## config.mk

```make
export PLATFORM = sky130hd
export DESIGN_NAME = lighting_serial_frame_builder
export DESIGN_NICKNAME = d
export VERILOG_FILES = /design/src/hw/rtl/lsfb_pkg.sv /design/src/hw/rtl/lsfb_queue.sv /design/src/hw/rtl/lsfb_front.sv /design/src/hw/rtl/lsfb_back.sv /design/src/hw/rtl/lighting_serial_frame_builder.sv
export VERILOG_INCLUDE_DIRS = /design/src /design/src/hw/rtl
export SDC_FILE = /design/constraint.sdc
export NUM_CORES = 1
export LEC_CHECK = 0
export BUFFER_PORTS_ARGS = -buffer_cell sky130_fd_sc_hd__buf_2
export CAP_MARGIN = 20
export CORE_MARGIN = 1.5
export CORE_UTILIZATION = 35
export CTS_CLUSTER_SIZE = 8
export DETAILED_ROUTE_END_ITERATION = 8
export HOLD_SLACK_MARGIN = 0.12
export PLACE_DENSITY_LB_ADDON = 0.3
export SKIP_CTS_REPAIR_TIMING = 1
export SYNTH_ARGS = -nofsm -noshare
export SYNTH_HDL_FRONTEND = slang
export SYNTH_SLANG_ARGS = --single-unit
```

## constraint.sdc

```tcl
create_clock -name clk -period 3.34 [get_ports clk]
set_input_delay 0.167 -clock clk [delete_from_list [all_inputs] [get_ports clk]]
set_output_delay 0.167 -clock clk [all_outputs]
set_load 0.05 [all_outputs]
```

## src/hw/rtl/assert_macros.svh

```systemverilog
// Assertion helpers shared by the RTL files.
// Define ASSERT_OFF to compile every assertion out.
`ifndef ASSERT_MACROS_SVH
`define ASSERT_MACROS_SVH

`ifndef ASSERT_OFF

// Property checked at each rising edge of clk_s, disabled while rst_s is high.
`define ASSERT_AT(lbl, clk_s, rst_s, prop, msg) \
  lbl: assert property (@(posedge clk_s) disable iff (rst_s) prop) else $error(msg);

// Same, on the module's own clk and rst.
`define ASSERT_CLK(lbl, prop, msg) \
  `ASSERT_AT(lbl, clk, rst, prop, msg)

`else

`define ASSERT_AT(lbl, clk_s, rst_s, prop, msg)
`define ASSERT_CLK(lbl, prop, msg)

`endif

`endif

```

## src/hw/rtl/lsfb_pkg.sv

```systemverilog
package lsfb_pkg;

  // Default sizes.
  localparam int MAX_CHANNEL_COUNT_DEF = 512;
  localparam int MAX_TRAILER_BYTES_DEF = 8;

  // Descriptor queue between the front and the back.
  localparam int QUEUE_DEPTH = 4;

  // Register file: six 64-bit registers at byte addresses 8*i.
  localparam int CFG_ADDR_W = 6;
  localparam int CFG_DATA_W = 64;

  typedef enum logic [2:0] {
    REG_FRAME_MODE    = 3'd0,
    REG_CHANNEL_COUNT = 3'd1,
    REG_HEADER_LENGTH = 3'd2,
    REG_HEADER_BYTES  = 3'd3,
    REG_FOOTER_LENGTH = 3'd4,
    REG_FOOTER_BYTES  = 3'd5
  } reg_idx_t;

  // Frame modes.
  localparam logic [1:0] MODE_DMX      = 2'd0;
  localparam logic [1:0] MODE_RENARD   = 2'd1;
  localparam logic [1:0] MODE_GENERIC  = 2'd2;
  localparam logic [1:0] MODE_RESERVED = 2'd3;

  // Line byte values.
  localparam logic [7:0] DMX_START_CODE    = 8'h00;
  localparam logic [7:0] RENARD_SYNC       = 8'h7E;
  localparam logic [7:0] RENARD_DATA_START = 8'h80;
  localparam logic [7:0] RENARD_ESC        = 8'h7F;
  localparam logic [7:0] RENARD_ESC_LOW    = 8'h7D;
  localparam logic [7:0] RENARD_ESC_HIGH   = 8'h7F;
  localparam logic [7:0] RENARD_ESC_OFFSET = 8'h4E;

  typedef struct packed {
    logic       frame_start;
    logic [7:0] intensity;
  } item_t;

  typedef struct packed {
    logic [7:0] line_byte;
    logic       run_last;
    logic       frame_done;
  } result_t;

  typedef struct packed {
    logic [1:0]  frame_mode;
    logic [9:0]  channel_count;
    logic [3:0]  header_length;
    logic [63:0] header_bytes;
    logic [3:0]  footer_length;
    logic [63:0] footer_bytes;
  } cfg_t;

  // Preamble that precedes the channel byte of an item.
  typedef enum logic [1:0] {
    PRE_NONE,
    PRE_DMX,
    PRE_RENARD,
    PRE_HEADER
  } pre_t;

  // Work for the back end: everything one input item turns into.
  typedef struct packed {
    pre_t       pre;
    logic       esc;
    logic [7:0] intensity;
    logic       footer;
    logic       done;
  } desc_t;

endpackage

```

## src/hw/rtl/lsfb_queue.sv

```systemverilog
`include "assert_macros.svh"

module lsfb_queue
  import lsfb_pkg::*;
(
  input  logic  clk,
  input  logic  rst,
  input  logic  push,
  input  desc_t push_data,
  output logic  full,
  input  logic  pop,
  output desc_t pop_data,
  output logic  not_empty
);

  localparam int AW = $clog2(QUEUE_DEPTH);
  localparam int CW = $clog2(QUEUE_DEPTH + 1);

  desc_t         entries [QUEUE_DEPTH];
  logic [AW-1:0] wr_ptr;
  logic [AW-1:0] rd_ptr;
  logic [CW-1:0] count;

  assign full      = (count == CW'(QUEUE_DEPTH));
  assign not_empty = (count != '0);
  assign pop_data  = entries[rd_ptr];

  // Storage is written at the tail only.
  always_ff @(posedge clk) begin
    if (push) begin
      entries[wr_ptr] <= push_data;
    end
  end

  // Pointers and fill count.
  always_ff @(posedge clk) begin
    if (rst) begin
      wr_ptr <= '0;
      rd_ptr <= '0;
      count  <= '0;
    end else begin
      if (push) begin
        wr_ptr <= (wr_ptr == AW'(QUEUE_DEPTH - 1)) ? '0 : wr_ptr + 1'b1;
      end
      if (pop) begin
        rd_ptr <= (rd_ptr == AW'(QUEUE_DEPTH - 1)) ? '0 : rd_ptr + 1'b1;
      end
      if (push && !pop) begin
        count <= count + 1'b1;
      end else if (pop && !push) begin
        count <= count - 1'b1;
      end
    end
  end

  `ASSERT_CLK(queue_no_overflow, (count <= CW'(QUEUE_DEPTH)) && !(push && full && !pop), "descriptor queue overflow")

endmodule

```

## src/hw/rtl/lsfb_front.sv

```systemverilog
`include "assert_macros.svh"

module lsfb_front
  import lsfb_pkg::*;
#(
  parameter int MAX_CHANNEL_COUNT = MAX_CHANNEL_COUNT_DEF
) (
  input  logic  clk,
  input  logic  rst,
  input  cfg_t  cfg,
  input  logic  item_valid,
  output logic  item_stall,
  input  item_t item,
  output logic  push,
  output desc_t push_data,
  input  logic  q_full
);

  localparam int LEFT_W = $clog2(MAX_CHANNEL_COUNT + 1);

  logic              frame_active;
  logic              frame_active_next;
  logic [LEFT_W-1:0] channels_left;
  logic [LEFT_W-1:0] channels_left_next;
  logic              accept;
  logic [31:0]       count_clamped;
  logic [LEFT_W-1:0] count_now;
  logic              esc_hit;

  // The front stalls only when the queue has no room for a descriptor.
  assign item_stall = q_full;
  assign accept     = item_valid && !item_stall;

  // Classify the item and work out the frame state it leaves behind.
  always_comb begin
    count_clamped = 32'(cfg.channel_count);
    if (count_clamped == 32'd0) begin
      count_clamped = 32'd1;
    end
    if (count_clamped > 32'(MAX_CHANNEL_COUNT)) begin
      count_clamped = 32'(MAX_CHANNEL_COUNT);
    end
    count_now = item.frame_start ? count_clamped[LEFT_W-1:0] : channels_left;

    esc_hit = (cfg.frame_mode == MODE_RENARD) &&
              (item.intensity >= RENARD_ESC_LOW) &&
              (item.intensity <= RENARD_ESC_HIGH);

    push_data.pre = PRE_NONE;
    if (item.frame_start) begin
      unique case (cfg.frame_mode)
        MODE_DMX:     push_data.pre = PRE_DMX;
        MODE_RENARD:  push_data.pre = PRE_RENARD;
        MODE_GENERIC: push_data.pre = PRE_HEADER;
        default:      push_data.pre = PRE_NONE;
      endcase
    end
    push_data.esc       = esc_hit;
    push_data.intensity = item.intensity;
    push_data.done      = (count_now == LEFT_W'(1));
    push_data.footer    = push_data.done && (cfg.frame_mode == MODE_GENERIC);

    push               = 1'b0;
    frame_active_next  = frame_active;
    channels_left_next = channels_left;
    if (accept) begin
      if (cfg.frame_mode == MODE_RESERVED) begin
        frame_active_next  = 1'b0;
        channels_left_next = '0;
      end else if (item.frame_start || frame_active) begin
        push               = 1'b1;
        channels_left_next = count_now - 1'b1;
        frame_active_next  = !push_data.done;
      end
    end
  end

  // Frame state.
  always_ff @(posedge clk) begin
    if (rst) begin
      frame_active  <= 1'b0;
      channels_left <= '0;
    end else begin
      frame_active  <= frame_active_next;
      channels_left <= channels_left_next;
    end
  end

  `ASSERT_CLK(front_active_has_count, frame_active == (channels_left != '0), "frame state and channel count disagree")

endmodule

```

## src/hw/rtl/lsfb_back.sv

```systemverilog
`include "assert_macros.svh"

module lsfb_back
  import lsfb_pkg::*;
#(
  parameter int MAX_TRAILER_BYTES = MAX_TRAILER_BYTES_DEF
) (
  input  logic    clk,
  input  logic    rst,
  input  cfg_t    cfg,
  input  logic    q_valid,
  input  desc_t   q_data,
  output logic    pop,
  output logic    result_valid,
  input  logic    result_stall,
  output result_t result
);

  typedef enum logic [1:0] {
    PH_PRE,
    PH_DATA,
    PH_POST
  } phase_t;

  phase_t      phase;
  phase_t      phase_next;
  desc_t       cur;
  logic        cur_valid;
  logic [2:0]  idx;
  logic [2:0]  idx_next;
  logic [3:0]  hdr_len;
  logic [3:0]  ftr_len;
  logic [3:0]  cur_pre_len;
  logic [3:0]  new_pre_len;
  logic        can_emit;
  logic        step;
  logic        item_end;
  logic [7:0]  line;

  function automatic logic [3:0] clamp_len(logic [3:0] len);
    if (32'(len) > 32'(MAX_TRAILER_BYTES)) begin
      return 4'(MAX_TRAILER_BYTES);
    end
    return len;
  endfunction

  function automatic logic [3:0] pre_len(pre_t kind, logic [3:0] header_len);
    logic [3:0] len;
    unique case (kind)
      PRE_DMX:    len = 4'd1;
      PRE_RENARD: len = 4'd2;
      PRE_HEADER: len = header_len;
      default:    len = 4'd0;
    endcase
    return len;
  endfunction

  assign hdr_len     = clamp_len(cfg.header_length);
  assign ftr_len     = clamp_len(cfg.footer_length);
  assign cur_pre_len = pre_len(cur.pre, hdr_len);
  assign new_pre_len = pre_len(q_data.pre, hdr_len);

  // A byte moves into the output register when it is empty or being taken.
  assign can_emit = !result_valid || !result_stall;
  assign step     = cur_valid && can_emit;
  assign pop      = q_valid && (!cur_valid || (step && item_end));

  // Byte at the current position and the position after it.
  always_comb begin
    line       = DMX_START_CODE;
    item_end   = 1'b0;
    phase_next = phase;
    idx_next   = idx + 3'd1;
    unique case (phase)
      PH_PRE: begin
        case (cur.pre)
          PRE_DMX:    line = DMX_START_CODE;
          PRE_RENARD: line = (idx == 3'd0) ? RENARD_SYNC : RENARD_DATA_START;
          default:    line = cfg.header_bytes[{idx, 3'b000} +: 8];
        endcase
        if ((4'(idx) + 4'd1) == cur_pre_len) begin
          phase_next = PH_DATA;
          idx_next   = '0;
        end
      end
      PH_DATA: begin
        if (idx == 3'd0) begin
          line = cur.esc ? RENARD_ESC : cur.intensity;
        end else begin
          line = cur.intensity - RENARD_ESC_OFFSET;
        end
        if (!cur.esc || (idx != 3'd0)) begin
          if (cur.footer && (ftr_len != 4'd0)) begin
            phase_next = PH_POST;
            idx_next   = '0;
          end else begin
            item_end = 1'b1;
          end
        end
      end
      PH_POST: begin
        line = cfg.footer_bytes[{idx, 3'b000} +: 8];
        if ((4'(idx) + 4'd1) == ftr_len) begin
          item_end = 1'b1;
        end
      end
      default: begin
        item_end = 1'b1;
      end
    endcase
  end

  // Sequencer state and the output register.
  always_ff @(posedge clk) begin
    if (rst) begin
      phase        <= PH_PRE;
      idx          <= '0;
      cur_valid    <= 1'b0;
      result_valid <= 1'b0;
    end else begin
      if (can_emit) begin
        result_valid <= cur_valid;
      end
      if (step) begin
        result.line_byte  <= line;
        result.run_last   <= item_end;
        result.frame_done <= item_end && cur.done;
        phase             <= phase_next;
        idx               <= idx_next;
        if (item_end) begin
          cur_valid <= 1'b0;
        end
      end
      if (pop) begin
        cur       <= q_data;
        cur_valid <= 1'b1;
        idx       <= '0;
        phase     <= (new_pre_len != 4'd0) ? PH_PRE : PH_DATA;
      end
    end
  end

  `ASSERT_CLK(back_done_is_last, result_valid && result.frame_done |-> result.run_last, "frame end not on last byte of item")
  `ASSERT_CLK(back_footer_only_at_end, cur_valid && (phase == PH_POST) |-> cur.footer && cur.done, "footer sent for an item that does not end a frame")

endmodule

```

## src/hw/rtl/lighting_serial_frame_builder.sv

```systemverilog
// Lighting serial frame builder. Each input transfer carries one channel
// intensity byte; each output transfer carries one byte for the serial line.
// In DMX mode a start code of 0x00 precedes the first channel, in Renard mode
// a sync and a data-start byte precede it and channel values 0x7D to 0x7F go
// out escaped as two bytes, and in generic mode configured header bytes
// precede the first channel and footer bytes follow the last. Frame_start on
// an item opens a new frame and aborts one in progress; items outside a frame,
// and all items in the reserved mode, are dropped. An input item is taken when
// the queue has room and is queued as a descriptor (four deep); the output
// sequencer sends one byte per cycle while the receiver does not stall; an item
// causes one to seventeen bytes, which pass through the current-item register
// and the output register. Run_last marks the last byte of each item and
// frame_done the last byte of a frame. Registers sit at byte address 8*i in
// the order frame_mode, channel_count, header_length, header_bytes,
// footer_length, footer_bytes; write them only while the block is idle.
module lighting_serial_frame_builder
  import lsfb_pkg::*;
#(
  parameter int MAX_CHANNEL_COUNT = MAX_CHANNEL_COUNT_DEF,
  parameter int MAX_TRAILER_BYTES = MAX_TRAILER_BYTES_DEF
) (
  input  logic                  clk,
  input  logic                  rst,
  input  logic                  psel,
  input  logic                  penable,
  input  logic                  pwrite,
  input  logic [CFG_ADDR_W-1:0] paddr,
  input  logic [CFG_DATA_W-1:0] pwdata,
  output logic [CFG_DATA_W-1:0] prdata,
  output logic                  pready,
  input  logic                  item_valid,
  output logic                  item_stall,
  input  item_t                 item,
  output logic                  result_valid,
  input  logic                  result_stall,
  output result_t               result
);

  cfg_t     cfg;
  reg_idx_t reg_sel;
  logic     cfg_write;
  logic     push;
  desc_t    push_data;
  logic     q_full;
  logic     pop;
  desc_t    q_data;
  logic     q_valid;

  assign pready    = 1'b1;
  assign reg_sel   = reg_idx_t'(paddr[CFG_ADDR_W-1:3]);
  assign cfg_write = psel && penable && pwrite && pready;

  // Register writes.
  always_ff @(posedge clk) begin
    if (rst) begin
      cfg.frame_mode    <= MODE_DMX;
      cfg.channel_count <= 10'd512;
      cfg.header_length <= '0;
      cfg.header_bytes  <= '0;
      cfg.footer_length <= '0;
      cfg.footer_bytes  <= '0;
    end else if (cfg_write) begin
      unique case (reg_sel)
        REG_FRAME_MODE:    cfg.frame_mode    <= pwdata[1:0];
        REG_CHANNEL_COUNT: cfg.channel_count <= pwdata[9:0];
        REG_HEADER_LENGTH: cfg.header_length <= pwdata[3:0];
        REG_HEADER_BYTES:  cfg.header_bytes  <= pwdata;
        REG_FOOTER_LENGTH: cfg.footer_length <= pwdata[3:0];
        REG_FOOTER_BYTES:  cfg.footer_bytes  <= pwdata;
        default: ;
      endcase
    end
  end

  // Register reads.
  always_comb begin
    unique case (reg_sel)
      REG_FRAME_MODE:    prdata = CFG_DATA_W'(cfg.frame_mode);
      REG_CHANNEL_COUNT: prdata = CFG_DATA_W'(cfg.channel_count);
      REG_HEADER_LENGTH: prdata = CFG_DATA_W'(cfg.header_length);
      REG_HEADER_BYTES:  prdata = cfg.header_bytes;
      REG_FOOTER_LENGTH: prdata = CFG_DATA_W'(cfg.footer_length);
      REG_FOOTER_BYTES:  prdata = cfg.footer_bytes;
      default:           prdata = '0;
    endcase
  end

  lsfb_front #(
    .MAX_CHANNEL_COUNT(MAX_CHANNEL_COUNT)
  ) u_front (
    .clk       (clk),
    .rst       (rst),
    .cfg       (cfg),
    .item_valid(item_valid),
    .item_stall(item_stall),
    .item      (item),
    .push      (push),
    .push_data (push_data),
    .q_full    (q_full)
  );

  lsfb_queue u_queue (
    .clk      (clk),
    .rst      (rst),
    .push     (push),
    .push_data(push_data),
    .full     (q_full),
    .pop      (pop),
    .pop_data (q_data),
    .not_empty(q_valid)
  );

  lsfb_back #(
    .MAX_TRAILER_BYTES(MAX_TRAILER_BYTES)
  ) u_back (
    .clk         (clk),
    .rst         (rst),
    .cfg         (cfg),
    .q_valid     (q_valid),
    .q_data      (q_data),
    .pop         (pop),
    .result_valid(result_valid),
    .result_stall(result_stall),
    .result      (result)
  );

endmodule

```

* After elaboration in Yosys (flattened, before gate mapping)
Memories as Yosys holds them, arrays and structs flattened. A register that Yosys moved wholly into a read port is not among the register bits. Cells that the tools add are included.
Operators by class: add/sub/neg operators 8, order comparisons 5, equal/unequal tests 25, shift-type cells 2, muxes and demuxes 52, bitwise gates (word level) 1, reductions and logical operators 51
Operator list (count):
- $pmux 64 s6 | 1
- $shiftx 64x7->8 | 2
- $mux 10 | 5
- $mux 8 | 3
- $pmux 4 s3 | 2
- $pmux 8 s3 | 1
- $mux 2 | 10
- $reduce_and 2->1 | 10
- $eq 2x2->1 const B | 9
- $mux 1 | 16
- $mux 4 | 4
- $pmux 8 s2 | 1
- $mux 3 | 5
- $logic_and 1x1->1 | 13
- $eq 10x1->1 const B | 1
- $gt 10x10->1 const B | 1
- $logic_not 10->1 | 1
- $sub 10x1->10 const B | 1
- $eq 3x3->1 const B | 3
- $ne 3x2->1 const B | 3
- $reduce_bool 3->1 | 3
- $eq 2x1->1 const B | 4
- $eq 4x4->1 | 2
- $ge 8x7->1 const B | 1
- 22 further kinds | 42
Word-level totals: register bits after elaboration 196, memory bits (writable) 52, input bits 86, output and inout bits 77, logic and storage cells 168, memories 1
Memory list:
- u_queue.entries | words 4, bits a word 13, read ports 1, clocked after Yosys merged registers in 1, wr ports 1, RTL line lsfb_queue.sv:19 | desc_t entries [QUEUE_DEPTH];

* Depth between registers and ports, before layout
depth after elaboration 14, depth in mapped cells 15

* By module
From an unflattened synthesis, not the netlist that was laid out.
Unflattened totals: cell total of the unflattened synthesis 1236, area, all modules 12969.9 µm²
Modules (own cells, without submodules):
- lighting_serial_frame_builder | times used 1, cells each 769, area an instance 6982.9 µm²
- lsfb_back | times used 1, cells each 234, area an instance 2697.6 µm²
- lsfb_queue | times used 1, cells each 111, area an instance 2323.5 µm²
- lsfb_front | times used 1, cells each 122, area an instance 965.9 µm²

* Worst setup path before layout
No wires, ideal clock.
path type register -> register, start register u_back.idx[0], end register u_back.cur[0] (netlist bit), enable pin, data arrival time 2624 ps, slack 333 ps, stages on the path, launching flop included 10, buffers on the path 1, path through dfxtp_1 -> buf_6 -> inv_2 -> ha_1 -> nor2b_1 -> a211o_1 -> o31ai_2 -> a21oi_2 -> o22ai_4 -> nor2b_1
On the way: cells in the longest elaborated chain, start to end 8, elaborated cells on any way between the ends 11
RTL lines:
- from (decl) | RTL line lsfb_back.sv:29 | logic [2:0] idx;
- from (signal assigned) | RTL line lsfb_back.sv:129 | idx <= idx_next;
- $add 3x1->4 / $reduce_bool 3->1 (equally long branches) | RTL line lsfb_back.sv:103, lsfb_back.sv:92
- $eq 4x4->1 / $logic_or 1x1->1 (equally long branches) | RTL line lsfb_back.sv:103, lsfb_back.sv:92
- $mux 1, on equally long branches | RTL line lsfb_back.sv:103, lsfb_back.sv:92
- $pmux 1 s3 (*) | RTL line lsfb_back.sv:74 | unique case (phase)
- $logic_and 1x1->1 (*) | RTL line lsfb_back.sv:66 | assign pop = q_valid && (!cur_valid || (step && item_end));
- $logic_or 1x1->1 (*) | RTL line lsfb_back.sv:66
- $logic_and 1x1->1 (*) | RTL line lsfb_back.sv:66
- $reduce_and 2->1 (no line) (*)
- to (signal assigned) | RTL line lsfb_back.sv:135 | cur <= q_data;
- to (decl) | RTL line lsfb_back.sv:27 | desc_t cur;
Mark *: on every way between the ends. The rest lies on a longest branch, timed or not. A chain may end at the register's enable or synchronous reset.

* Worst setup path in the final report
start register u_back.idx[0], end register u_queue.count[2]
On the way: cells in the longest elaborated chain, start to end 10, elaborated cells on any way between the ends 15
RTL lines:
- $add 3x1->4 / $reduce_bool 3->1 (equally long branches) | RTL line lsfb_back.sv:103, lsfb_back.sv:92
- $eq 4x4->1 / $logic_or 1x1->1 (equally long branches) | RTL line lsfb_back.sv:103, lsfb_back.sv:92
- $mux 1, on equally long branches | RTL line lsfb_back.sv:103, lsfb_back.sv:92
- $pmux 1 s3 (*) | RTL line lsfb_back.sv:74
- $logic_and 1x1->1 (*) | RTL line lsfb_back.sv:66
- $logic_or 1x1->1 (*) | RTL line lsfb_back.sv:66
- $logic_and 1x1->1 (*) | RTL line lsfb_back.sv:66
- $logic_not 1->1 | RTL line lsfb_queue.sv:48 | if (push && !pop) begin
- $logic_and 1x1->1 | RTL line lsfb_queue.sv:48
- $mux 3 / $reduce_bool 2->1 (equally long branches)
- to (signal assigned) | RTL line lsfb_queue.sv:49 | count <= count + 1'b1;
- to (signal assigned) | RTL line lsfb_queue.sv:51 | count <= count - 1'b1;
- to (decl) | RTL line lsfb_queue.sv:22 | logic [CW-1:0] count;
Marked as above.

==> flow_summary_export.csv <==
group,metric,value,unit
final_layout,drive_gt1_frac,0.212,
grt,antenna_found_initial,1,
floorplanning,core_area,0.0337,sq mm
logic_synthesis,ys.flop_type,"dfxtp_1",
final_layout,area_growth,23.8,%
place,placed_area,0.0131,sq mm
timing,fin_crit,3.06,ns
final_layout,design_area,0.0149,sq mm
logic_synthesis,synth_area_leaders,"dfxtp_1, edfxtp_1, nand2_1",
worst_setup_path,crit_arrival,3.47,ns
logic_synthesis,synth_top_area_share,0.291,
worst_setup_path,criticalPathCategory,"flip-flop to flip-flop",
logic_synthesis,synth_fa_ha_area_frac,0.0194,
worst_setup_path,path_delay_family,"adder cells",
route,dr.first_iter.drc_count,691,
logic_synthesis,muxShareOfSynthArea,0.133,
power,finalPower,8.63,mW
worst_setup_path,r2r-end,"u_queue.count[2]",
logic_synthesis,synth_seq_cells,250,
logic_synthesis,synth_compound_area_frac,0.152,
run,drv_cap,0,
logic_synthesis,yosysMostFrequentCell,"nand2_1",
logic_synthesis,synth-edff-count,75,
power,power.leakage,5.55,nW
worst_setup_path,crit_buf_inv,3,
grt,track_usage,0.190,
worst_setup_path,cp_cell_sequence,"inv_2 -> ha_1 -> nand2_1 -> a21oi_1 -> nor3_2 -> a21oi_2 -> o22ai_4 -> inv_1 -> ha_1 -> inv_1 -> fa_1 -> xor2_1 -> or3_1 -> a21oi_1",
floorplanning,die_w,188,microns
timing,slew_violations,0,
timing,finClkSkew,0.0226,ns
grt,grt_pass1_vias,9495,
clock_network,cts-root-buf,"clkbuf_16",
floorplanning,die_area,0.0355,sq mm
logic_synthesis,syn_nets,1326,
place,portBuffers,158,
route,firstDrtPassIters,7,
logic_synthesis,netlist_area,0.0120,sq mm
timing,grt_setup_unrepaired,"no",
worst_setup_path,cp.required,3.75,ns
timing,finalSetupTns,0,ns
timing,worst_hold_slack,0.134,ns
worst_setup_path,path_max_fanout,7,
clock_network,cts_tree,"yes",
route,viasPerCell,5.33,
logic_synthesis,synth_common_cells,"nand2_1, dfxtp_1, a21oi_1, edfxtp_1",
final_layout,insertedDiodeCount,0,
route,wirelength,35000,microns
place,post-dp-hpwl,23300,microns
floorplanning,fp.dieH,188,microns
floorplanning,io_pins,163,
grt,grt_pass1_wl,53300,microns
clock_network,cts.clk_slew.worst_paths,0.05,ns
power,power_density,580,mW/mm^2
logic_synthesis,syn_inst,1222,
clock_network,cts_buffers,37,
worst_setup_path,r2r-start,"u_back.idx[0]",
worst_setup_path,end_kind,"flip-flop",
timing,hold_viol,0,
grt,grt_start_max_net_pins,66,
min_path,hold_path_depth,2,
logic_synthesis,synthXorXnorAreaFrac,0.00874,
timing,max_freq,327,MHz
worst_setup_path,crit_slowest_cell,"dfxtp_2",
logic_synthesis,synth_top_area_cell,"dfxtp_1",
logic_synthesis,postSynth.asyncResetShare,0,
floorplanning,initial_utilization,0.357,
route,drc_errors,0,
timing,min_period_over_period,0.915,
logic_synthesis,avgSynthCellArea,9.84,sq um
timing,setup_viol,0,
final_layout,fin_nets,1526,
logic_synthesis,synth_top_family_by_area,"simple AND/OR/NAND/NOR gates",
min_path,hp-start,"rst",
logic_synthesis,ys_warn_count,0,
outcome,run_status,"complete, no violations",
floorplanning,rows,67,
min_path,min_to,"u_queue.wr_ptr[0]",
min_path,hp-class,"primary input to flip-flop",
final_layout,fin_util,0.442,
worst_setup_path,reg2regPathDepth,14,
route,antenna_left,0,
route,avgRoutedWirePerCell,18.6,microns
grt,gr-total-overflow,0,
clock_network,clock-sinks,250,
worst_setup_path,cpPeakStageDelay,0.38,ns
clock_network,clockBufferDepth,3,
logic_synthesis,yosysSeqAreaShare,0.479,
logic_synthesis,synthSimpleGateAreaFrac,0.165,
logic_synthesis,ys_types,72,
place,routabilityCongestion,0.844,
worst_setup_path,regToRegSetupSlack,0.28,ns
clock_network,clkLatencyLatePin,0.50,ns
worst_setup_path,critPathLaunchType,"flip-flop",
clock_network,h-tree-depth,2,
power,peakVddDrop,0.297,mV
route,vias,10028,
timing,tightestPinTransition,0.938,ns
timing,slew_headroom,0.369,
cells in the final DEF, fill, tap and decap left out, types with 4 or more instances in the layout:
cell type      synthesis  layout
nand2_1              291     289
dfxtp_1              175     174
buf_2                 18     157
a21oi_1              143     143
edfxtp_1              75      75
dlygate4sd3_1          0      73
nor2_1                60      60
a22o_1                60      60
mux2i_1               46      46
mux4_2                45      45
clkbuf_16              0      38
nor2b_1               24      24
inv_1                 18      18
o21ai_0               18      18
ha_1                  17      17
buf_4                  2      16
and2_1                15      13
clkbuf_1              47      12
nor3_1                 9       9
mux2_2                 8       8
nand2b_1               7       7
a22oi_1                7       7
xor2_1                 7       7
nand3_1                6       6
o22ai_1                6       6
a31oi_1                6       6
xnor2_1                5       5
a211o_1                5       5
or3_1                  5       5
o21ai_1                5       5
a31o_2                 5       5
nand4_1                4       4
buf_12                 0       4
worst reg2reg max path: stages, from the launching register on:
cell and delay, ns:
dfxtp_2 0.38, inv_2 0.07, ha_1 0.37, nand2_1 0.07, a21oi_1 0.28, nor3_2 0.10, a21oi_2 0.27, o22ai_4 0.12
inv_1 0.07, ha_1 0.17, inv_1 0.06, fa_1 0.37, xor2_1 0.17, or3_1 0.30, a21oi_1 0.15
cell type report:
class	count	area (sq um)
Sequential cell	250	5760
Clock inverter	2	23.8
Tap cell	448	561
Fill cell	3234	18800
Multi-Input combinational cell	863	5750
Timing Repair Buffer	250	1720
Clock buffer	50	996
Inverter	20	75.1
registers in the layout (all words and copies together) (netlist names), 2 cells and up, named ones only:
register               cells
cfg                      148
u_back.cur                13
u_back.idx                 3
u_back.phase               2
u_back.result             10
u_front.channels_left     10
u_queue.count              3
u_queue.entries           52
u_queue.rd_ptr             2
u_queue.wr_ptr             2
power breakdown:
part	internal (mW)	switching [mW]	leakage (nW)
combinational	0.742	0.983	2.95
clock	2.05	1.30	0.489
sequential	3.39	0.170	2.11
worst max path at each step:
stage             startpoint                to  slack (ns)  cells after the start
2_1_floorplan  u_back.idx[0]     u_back.cur[0]        0.33                      9
3_3_place_gp   u_back.idx[0]  u_queue.count[2]        0.41                     14
3_5_place_dp   u_back.idx[0]  u_queue.count[2]        0.33                     14
4_1_cts        u_back.idx[0]  u_queue.count[2]        0.31                     14
5_1_grt        u_back.idx[0]  u_queue.count[2]        0.08                     14
6_report       u_back.idx[0]  u_queue.count[2]        0.28                     14
through the flow:
stage / setup WS [ns] / std cells
final: 0.284 / 1883
after floorplan: 0.333 / 1222
after detailed placement: 0.328 / 1758
after global placement: 0.407 / 1758
after global routing: 0.0824 / 1883
after CTS: 0.305 / 1810
kinds of logic (layout without fill, tap and decap cells):
| kind of cell | count (synthesis) | in the layout |
|---|---|---|
| buffers and inverters | 109 | 322 |
| AOI/OAI and AO/OA | 281 | 281 |
| muxes | 101 | 101 |
| DFF | 250 | 250 |
| adders and majority gates | 18 | 18 |
| and+or+nand+nor | 450 | 450 |
| other | 1 | 1 |
| xor gates and xnor gates | 12 | 12 |
routing by layer:
layer / track usage / wire, microns / up-vias
met5: 0 / 7 / -
met3: 0.0300 / 2060 / 71
met1: 0.255 / 15200 / 4865
li1: - / - / 4736
met2: 0.308 / 16700 / 354
met4: 0.0739 / 1080 / 2
Note: power is estimated with default switching activity, not from simulation.
